File: config.mk
export PLATFORM = sky130hd
export DESIGN_NAME = llns_cell
export DESIGN_NICKNAME = d
export VERILOG_FILES = /design/src/hdl/llns_pkg.sv /design/src/hdl/llns_cell.sv
export SDC_FILE = /design/constraint.sdc
export NUM_CORES = 1
export LEC_CHECK = 0
export BUFFER_PORTS_ARGS = -buffer_cell sky130_fd_sc_hd__buf_2
export CAP_MARGIN = 20
export CORE_MARGIN = 5
export CORE_UTILIZATION = 58
export DETAILED_ROUTE_END_ITERATION = 8
export PLACE_DENSITY = 0.94
export SYNTH_ARGS = -nofsm -noshare
export SYNTH_HDL_FRONTEND = slang
export SYNTH_SLANG_ARGS = --single-unit
File: constraint.sdc
create_clock -name i_clk -period 12.94 [get_ports i_clk]
set_input_delay 0.647 -clock i_clk [delete_from_list [all_inputs] [get_ports i_clk]]
set_output_delay 0.647 -clock i_clk [all_outputs]
set_load 0.1 [all_outputs]
File: src/hdl/llns_pkg.sv
// ----------------------------------------------------------------------------
// llns_pkg: shared types and constants of the least loaded live node selector
// Holds the field widths, the register indexes, the report and scan token
// structs, and the reset values of the configuration registers.
// ----------------------------------------------------------------------------
package llns_pkg;

    // field widths
    localparam int NODE_W  = 7;
    localparam int BEST_W  = 6;
    localparam int LOAD_W  = 17;
    localparam int TIME_W  = 64;
    localparam int LIMIT_W = 36;
    localparam int IDX8_W  = 8;

    // default table depth
    localparam int NODE_COUNT_DEF = 64;

    // load of 1.0 in unsigned Q1.16
    localparam logic [LOAD_W-1:0] LOAD_ONE = 17'd65536;

    // configuration register indexes and reset values
    localparam logic CFG_LOCAL_NODE  = 1'b0;
    localparam logic CFG_STALE_LIMIT = 1'b1;
    localparam logic [BEST_W-1:0]  LOCAL_NODE_RST = 6'd0;
    localparam logic [LIMIT_W-1:0] LIMIT_RST      = 36'd17000000000;

    // item kinds
    localparam logic KIND_REPORT = 1'b0;
    localparam logic KIND_SELECT = 1'b1;

    // load report broadcast to every cell
    typedef struct packed {
        logic              valid;
        logic [NODE_W-1:0] node;
        logic [LOAD_W-1:0] load;
        logic [TIME_W-1:0] now;
    } t_report;

    // select token that walks the cell chain
    typedef struct packed {
        logic              valid;
        logic [TIME_W-1:0] now;
        logic [BEST_W-1:0] sel_node;
        logic [LOAD_W-1:0] sel_load;
    } t_token;

endpackage

File: src/hdl/llns_cell.sv
// ----------------------------------------------------------------------------
// llns_cell: one node entry of the selector chain
// Stores one node's load and last-heard time, and updates the passing select
// token when this node is live and lighter than the best seen so far.
// ----------------------------------------------------------------------------
module llns_cell
    import llns_pkg::*;
#(
    parameter int CELL_IDX = 0
) (
    input  logic               i_clk,
    input  logic               i_rst_n,
    input  t_report            i_report,
    input  logic [LIMIT_W-1:0] i_limit,
    input  t_token             i_tok,
    output t_token             o_tok
);

    logic [LOAD_W-1:0] r_load;
    logic [TIME_W-1:0] r_heard;
    t_token            r_tok;
    t_token            n_tok;
    logic [TIME_W-1:0] w_age;
    logic              w_live;
    logic              w_hit;

    // report addressed to this entry
    assign w_hit = i_report.valid && ({1'b0, i_report.node} == IDX8_W'(CELL_IDX));

    // wrapping age and liveness
    assign w_age  = i_tok.now - r_heard;
    assign w_live = w_age < TIME_W'(i_limit);

    // candidate update, strict compare keeps the lower index on ties
    always_comb begin
        n_tok = i_tok;
        if (i_tok.valid && w_live && (r_load < i_tok.sel_load)) begin
            n_tok.sel_node = BEST_W'(CELL_IDX);
            n_tok.sel_load = r_load;
        end
    end

    // entry storage and token stage
    always_ff @(posedge i_clk) begin
        if (!i_rst_n) begin
            r_load  <= '0;
            r_heard <= '0;
            r_tok   <= '0;
        end else begin
            if (w_hit) begin
                r_load  <= i_report.load;
                r_heard <= i_report.now;
            end
            r_tok <= n_tok;
        end
    end

    assign o_tok = r_tok;

endmodule

=== Word level (Yosys, flattened, before mapping) ===
Index checks and enable logic that the tools add are counted.

* Memories: 0
* Bits in registers: 169
* Logic and storage cells: 16
* Input port bits: 215
* Memory bits (read-only): 0
* RAM bits: 0
* Output and inout bits: 88
* Latch bits: 0

* Div/mod/pow operators: 0
* Shift operators: 0
* $lt $le $gt $ge: 2
* Multiplexer cells: 1
* Reductions and logical operators: 5
* Bitwise operators: 1
* $add $sub $neg: 1
* Multipliers: 0
* Equality and inequality tests: 0

{| class="wikitable"
|+ Operator list
! cell !! number
|-
| 64-bit by 36-bit < comparator with 1-bit output || 1
|-
| 64-bit subtractor || 1
|-
| 17-bit < comparator || 1
|-
| 17-bit 2-to-1 mux || 1
|-
| 7-bit zero test || 1
|-
| 1-bit logical AND || 3
|-
| 2-bit OR reduction || 1
|-
| 1-bit NOT || 1
|}

=== Logic depth before layout (Yosys ltp) ===
* Word-level depth: 5
* Depth in mapped cells: 24
* Gate-level depth less buffers: 23

=== Worst setup path after synthesis ===
Ideal clock, no wire load.

* Kind: input to register
* Start: input port i_tok[23] (netlist name)
* End: register r_tok (netlist bit o_tok[19])
* Path slack: 7.882 ns
* Library setup time: 0.116 ns
* Buffers on the path: 1
* Stages on the path: 24
* Required time: 12.824 ns
* Arrival: 4.942 ns
* Cells stage by stage: inv_1 > ha_1 > inv_1 > fa_1 > a211oi_1 > o21ai_1 > a22oi_1 > a21oi_2 > nor2_1 > nor3_1 > o21ai_0 > nand2_1 > xor2_1 > ha_1 > a21o_1 > a221oi_1 > nand4_1 > nor4_1 > o2111ai_1 > nor4_2 > nand4_1 > nor4_4 > buf_6 > and3b_1

* Longest elaborated chain between the ends: 5

{| class="wikitable"
|+ Ends and longest elaborated chain
! element !! RTL line !! source
|-
| start, declared || llns_cell.sv:15 || <nowiki>input t_token i_tok,</nowiki>
|-
| 64-bit subtractor || llns_cell.sv:31 || <nowiki>assign w_age = i_tok.now - r_heard;</nowiki>
|-
| 64-bit by 36-bit < comparator with 1-bit output || llns_cell.sv:32 || <nowiki>assign w_live = w_age < TIME_W'(i_limit);</nowiki>
|-
| 1-bit logical AND (2 in a row) || llns_cell.sv:37 || <nowiki>if (i_tok.valid && w_live && (r_load < i_tok.sel_load)) begin</nowiki>
|-
| 2-bit OR reduction (no line) || n/a ||
|-
| end signal, assigned || llns_cell.sv:54 || <nowiki>r_tok <= n_tok;</nowiki>
|-
| end, declared || llns_cell.sv:21 || <nowiki>t_token r_tok;</nowiki>
|}

Every way passes these cells.
A chain may end at the register's enable or synchronous reset.

=== Worst setup path after layout ===
* Start: input port i_tok[23] (netlist name)
* End: register r_tok (netlist bit o_tok[18])

The elaborated chain is that of the path after synthesis.

==> flow_results.org <==
** Route
- In the routed layout, each cell is associated on average with a via count of 5.72.
- The detailed router finished its first iteration with 975 violations.
- The detailed router placed 11.5k vias in this run.
- Before antenna repair, the detailed router went through 8 iterations.
- For this run, design rule violations remaining after detail routing come to 0.
- The final layout contains routed wiring with a total length of between 30000 and 40000 um.
- Antenna Violating Nets Remaining :: 0
- Dividing the detail-routed wire length by the instance count gives 17.4 um.

** Timing
- Across all setup checks in the final design, the least slack found is 7190 ps.
- Worst-Margin Slew :: around 1000 ps
- After routing, the total negative slack on setup checks comes to 0 ps.
- Pins over their slew limit :: 0
- Setup violations remaining at the end of the flow were counted as 0.
- For this run, the top clock speed supported by timing is 174 MHz.
- Unrepaired setup endpoints after global routing :: no
- In the finished design, the share of the clock period the worst path needs comes to 0.444.
- The count of endpoints failing hold in the final timing report is 0.
- Between clock sinks in the finished design, the worst skew comes to 10.9 ps.
- Post-layout min period :: 5750 ps
- Worst max-slew margin expressed relative to the limit :: 0.333

** Power and ir drop
- Power per cell area :: about 110 nW/um2
- Final total power :: 1.45 mW
- The analysis attributes to cell leakage a power of 5.88 nW.
- Across the VDD grid, the largest voltage drop is a little under 90 uV.

** Setup path
- Along the worst path, the maximum fanout reaches 23.
- Data on the critical path is required at its endpoint by approximately 13000 ps.
- The worst register-to-register path ends at o_tok[18]$_SDFF_PP0_.
- Data arrives at the worst endpoint at 6080 ps.
- The setup check on the worst reg-to-reg path leaves a slack of 7230 ps.
- Worst r2r src :: r_heard[0]$_SDFFE_PN0P_
- Kind of start point of the critical path :: input port
- Counting cells, the worst reg-to-reg path comes to 23.
- The worst setup path is of the in2reg kind.
- Critical Path End Type :: flip-flop

** Logic synthesis
- Avg Inst Size Synth :: 7.74 um2
- Of the post-synthesis cell area, the dominant cell type holds 0.297.
- The compound-gate portion of the synthesized area is 0.224.
- Unique cell type count in the Yosys netlist :: 72
- Of the total synthesized cell area, the portion taken by full adders, half adders and majority gates is 0.127.
- In the synthesized netlist the dominant register cell turns out to be sky130_fd_sc_hd__dfxtp_1.
- After synthesis, the largest family of logic cells by area is simple AND/OR/NAND/NOR gates.
- After synthesis the cells add up to 11400 um2.
- Of the total synthesized cell area, the portion taken by XOR and XNOR cells is 0.0392.
- By area the synthesized netlist is led by sky130_fd_sc_hd__dfxtp_1 (30%), sky130_fd_sc_hd__ha_1 (13%), sky130_fd_sc_hd__nand2_1 (9.4%), sky130_fd_sc_hd__a21boi_0 (5.3%), sky130_fd_sc_hd__inv_1 (4.0%).
- After synthesis, the share of flip-flops with an asynchronous set or reset is 0.
- Number of synthesis warnings :: 0
- Number of flip-flops and latches in the synthesized netlist :: 169
- Synthesis handed over a netlist of around 1.5k instances.
- Post-synthesis simple-gate area fraction :: 0.224
- Synthesis produced a netlist with a net count of 1802.
- Multiplexer share of the synthesized area :: 0.0195
- Share of synthesized area occupied by flip-flops and latches :: 0.297
- The largest total area in the synthesized netlist belongs to sky130_fd_sc_hd__dfxtp_1.
- The synthesized design contains 0 enable-type register cells.

** Layout
- Synth-to-Final Area Change :: 19.1%
- The count of cells in the finished layout, fillers not included, comes to roughly 2.0k.
- Top library cells by usage in the layout, fill and taps aside :: sky130_fd_sc_hd__buf_2 (301), sky130_fd_sc_hd__nand2_1 (283), sky130_fd_sc_hd__dfxtp_1 (169)
- In the final design database the tool counted approximately 2k nets.
- For this run, the share of the core covered by cells in the final layout is 0.700.
- Leaving out fill and tap cells, the most frequent cell in the layout is sky130_fd_sc_hd__buf_2.
- Of the cells placed in the final design, the portion with a size suffix greater than 1 is 0.211.

** Clock network
- Number of setup buffers added after CTS :: 0
- Maximum clock insertion buffer count :: 2
- At the later pin of the worst-skew pair, clock insertion delay measures ~430 ps.
- Master cell of the clock root buffer :: sky130_fd_sc_hd__clkbuf_16
- Buffers inserted to repair hold after CTS numbered 0.
- Clock-pin slew was measured on the worst setup and hold paths at 80 ps.
- TritonCTS built the clock tree.
- The clock drives 169 sinks.
- # H-tree levels :: 4
- Cts bufs inserted :: 17
- Once the clock tree was built, the resizer swapped 0 gates to a different size.

** Global routing
- Global route overflow :: 0
- Number of antenna violations at the first check in global routing :: 2
- Across every metal layer, demand over resource in global routing totals 0.302.
- Largest net degree at the start of global routing :: 120
- Wire length of the first global-routing pass :: 55000 um
- Vias in the first global route :: 11.1k

** Floorplan
- Initial standard-cell utilization of the core :: 0.588
- The die covers roughly 23000 um2.
- Number of placed I/O pins :: slightly above 300
- In this run the core area contains 51 standard-cell rows.
- In this run the standard cell core region covers roughly 19000 um2.
- Die span in x :: about 150 um
- Height of the die :: 150 um

** Flow run
- The tool flagged a number of max-cap violations equal to 0.

** Hold path
- Hold Crit Start :: i_tok[84]
- Along the worst hold path, the cell count comes to 2.
- The worst hold path terminates at o_tok[84]$_SDFF_PN0_.
- Path type of the worst min-delay path :: in2reg

** Place
- Buffers placed on the I/O ports in this run total roughly 300.
- Detail Placement HPWL :: about 28000 um
- Placer congestion estimate :: 1.03
- Worst setup timing slack at the placement stage :: 6950 ps
- In this run, placement finished with an instance count of 1969.

** Outcome
- Run status :: complete, no violations
## Yosys cell counts, types with 24 or more instances
cell	n
sky130_fd_sc_hd__nand2_1	284
sky130_fd_sc_hd__dfxtp_1	169
sky130_fd_sc_hd__inv_1	121
sky130_fd_sc_hd__ha_1	114
sky130_fd_sc_hd__a21oi_1	90
sky130_fd_sc_hd__a21boi_0	81
sky130_fd_sc_hd__and2_1	67
sky130_fd_sc_hd__nor2_1	62
sky130_fd_sc_hd__o21ai_0	48
sky130_fd_sc_hd__nand4_1	44
sky130_fd_sc_hd__clkbuf_1	40
sky130_fd_sc_hd__a21o_1	35
sky130_fd_sc_hd__buf_2	31
sky130_fd_sc_hd__xnor2_1	27
sky130_fd_sc_hd__xor2_1	24
## per-stage QoR
| step | area (um2) | hold WS, ps |
|---|---|---|
| floorplan | 11400 | 443 |
| global placement | 12900 | 452 |
| detailed placement | 12900 | 459 |
| CTS | 13600 | 435 |
| global route | 13600 | 430 |
| finish | 13600 | 439 |
## cell type report
type / count / area, um2
Antenna cell: 3 / 7.51
Clock buffer: 17 / 425
Clock inverter: 15 / 198
Fill cell: 1578 / 5820
Inverter: 121 / 454
Multi-Input combinational cell: 1108 / 7230
Sequential cell: 169 / 3380
Tap cell: 265 / 332
Timing Repair Buffer: 306 / 1540
## report_power, final
part	total [mW]	internal, mW	switching [mW]
Combinational	0.375	0.115	0.260
Clock	0.537	0.280	0.257
Sequential	0.539	0.535	0.00402
Total	1.45	0.930	0.520
## worst max path at each step
stage | start | to | slack, ps | cells past startpoint
2_1_floorplan | i_tok[23] | o_tok[19]$_SDFF_PP0_ | 7880 | 24
3_3_place_gp | i_tok[23] | o_tok[17]$_SDFF_PP0_ | 7100 | 25
3_5_place_dp | i_tok[23] | o_tok[18]$_SDFF_PP0_ | 6950 | 25
4_1_cts | i_tok[23] | o_tok[18]$_SDFF_PP0_ | 7340 | 25
5_1_grt | i_tok[23] | o_tok[6]$_SDFF_PN0_ | 6830 | 25
6_report | i_tok[23] | o_tok[18]$_SDFF_PP0_ | 7190 | 25
## routing by layer
layer	share of wire	global-route usage	wire length [um]	vias to the layer above
li1	-	-	-	5594
met1	0.42	0.392	14700	5288
met2	0.47	0.512	16600	518
met3	0.083	0.0581	2890	72
met4	0.024	0.0869	828	0
met5	0	0	0	-
## sequential cells by signal (all words and copies together) (netlist names)
| name | cells |
|---|---|
| r_heard | 64 |
| r_load | 17 |
| o_tok | 88 |
## kinds of logic (layout without fill, tap and decap cells)
kind of cell / after synthesis / in the layout
other cells: 0 / 3
xor+xnor: 51 / 51
compound gates: 382 / 382
mux: 22 / 22
fa+ha+maj: 115 / 115
buf+inv: 195 / 459
simple gates: 538 / 538
flops: 169 / 169
## worst max-delay path: stages
cell                        delay, ps
sky130_fd_sc_hd__buf_2            100
sky130_fd_sc_hd__inv_1             50
sky130_fd_sc_hd__ha_1             150
sky130_fd_sc_hd__inv_1             50
sky130_fd_sc_hd__fa_1             420
sky130_fd_sc_hd__a211oi_1         440
sky130_fd_sc_hd__o21ai_1          220
sky130_fd_sc_hd__a22oi_1          280
sky130_fd_sc_hd__a21oi_2          120
sky130_fd_sc_hd__nor2_1           360
sky130_fd_sc_hd__nor3_1           150
sky130_fd_sc_hd__o21ai_0          170
sky130_fd_sc_hd__nand2_1           80
sky130_fd_sc_hd__xor2_1           150
sky130_fd_sc_hd__ha_1             290
sky130_fd_sc_hd__a21o_1           160
sky130_fd_sc_hd__a221oi_1         290
sky130_fd_sc_hd__nand4_1          170
sky130_fd_sc_hd__nor4_1           270
sky130_fd_sc_hd__o2111ai_1        160
sky130_fd_sc_hd__nor4_2           250
sky130_fd_sc_hd__nand4_1          170
sky130_fd_sc_hd__nor4_4           280
sky130_fd_sc_hd__buf_4            380
sky130_fd_sc_hd__and3b_1          230
No activity file was read; power rests on OpenSTA's default activity.
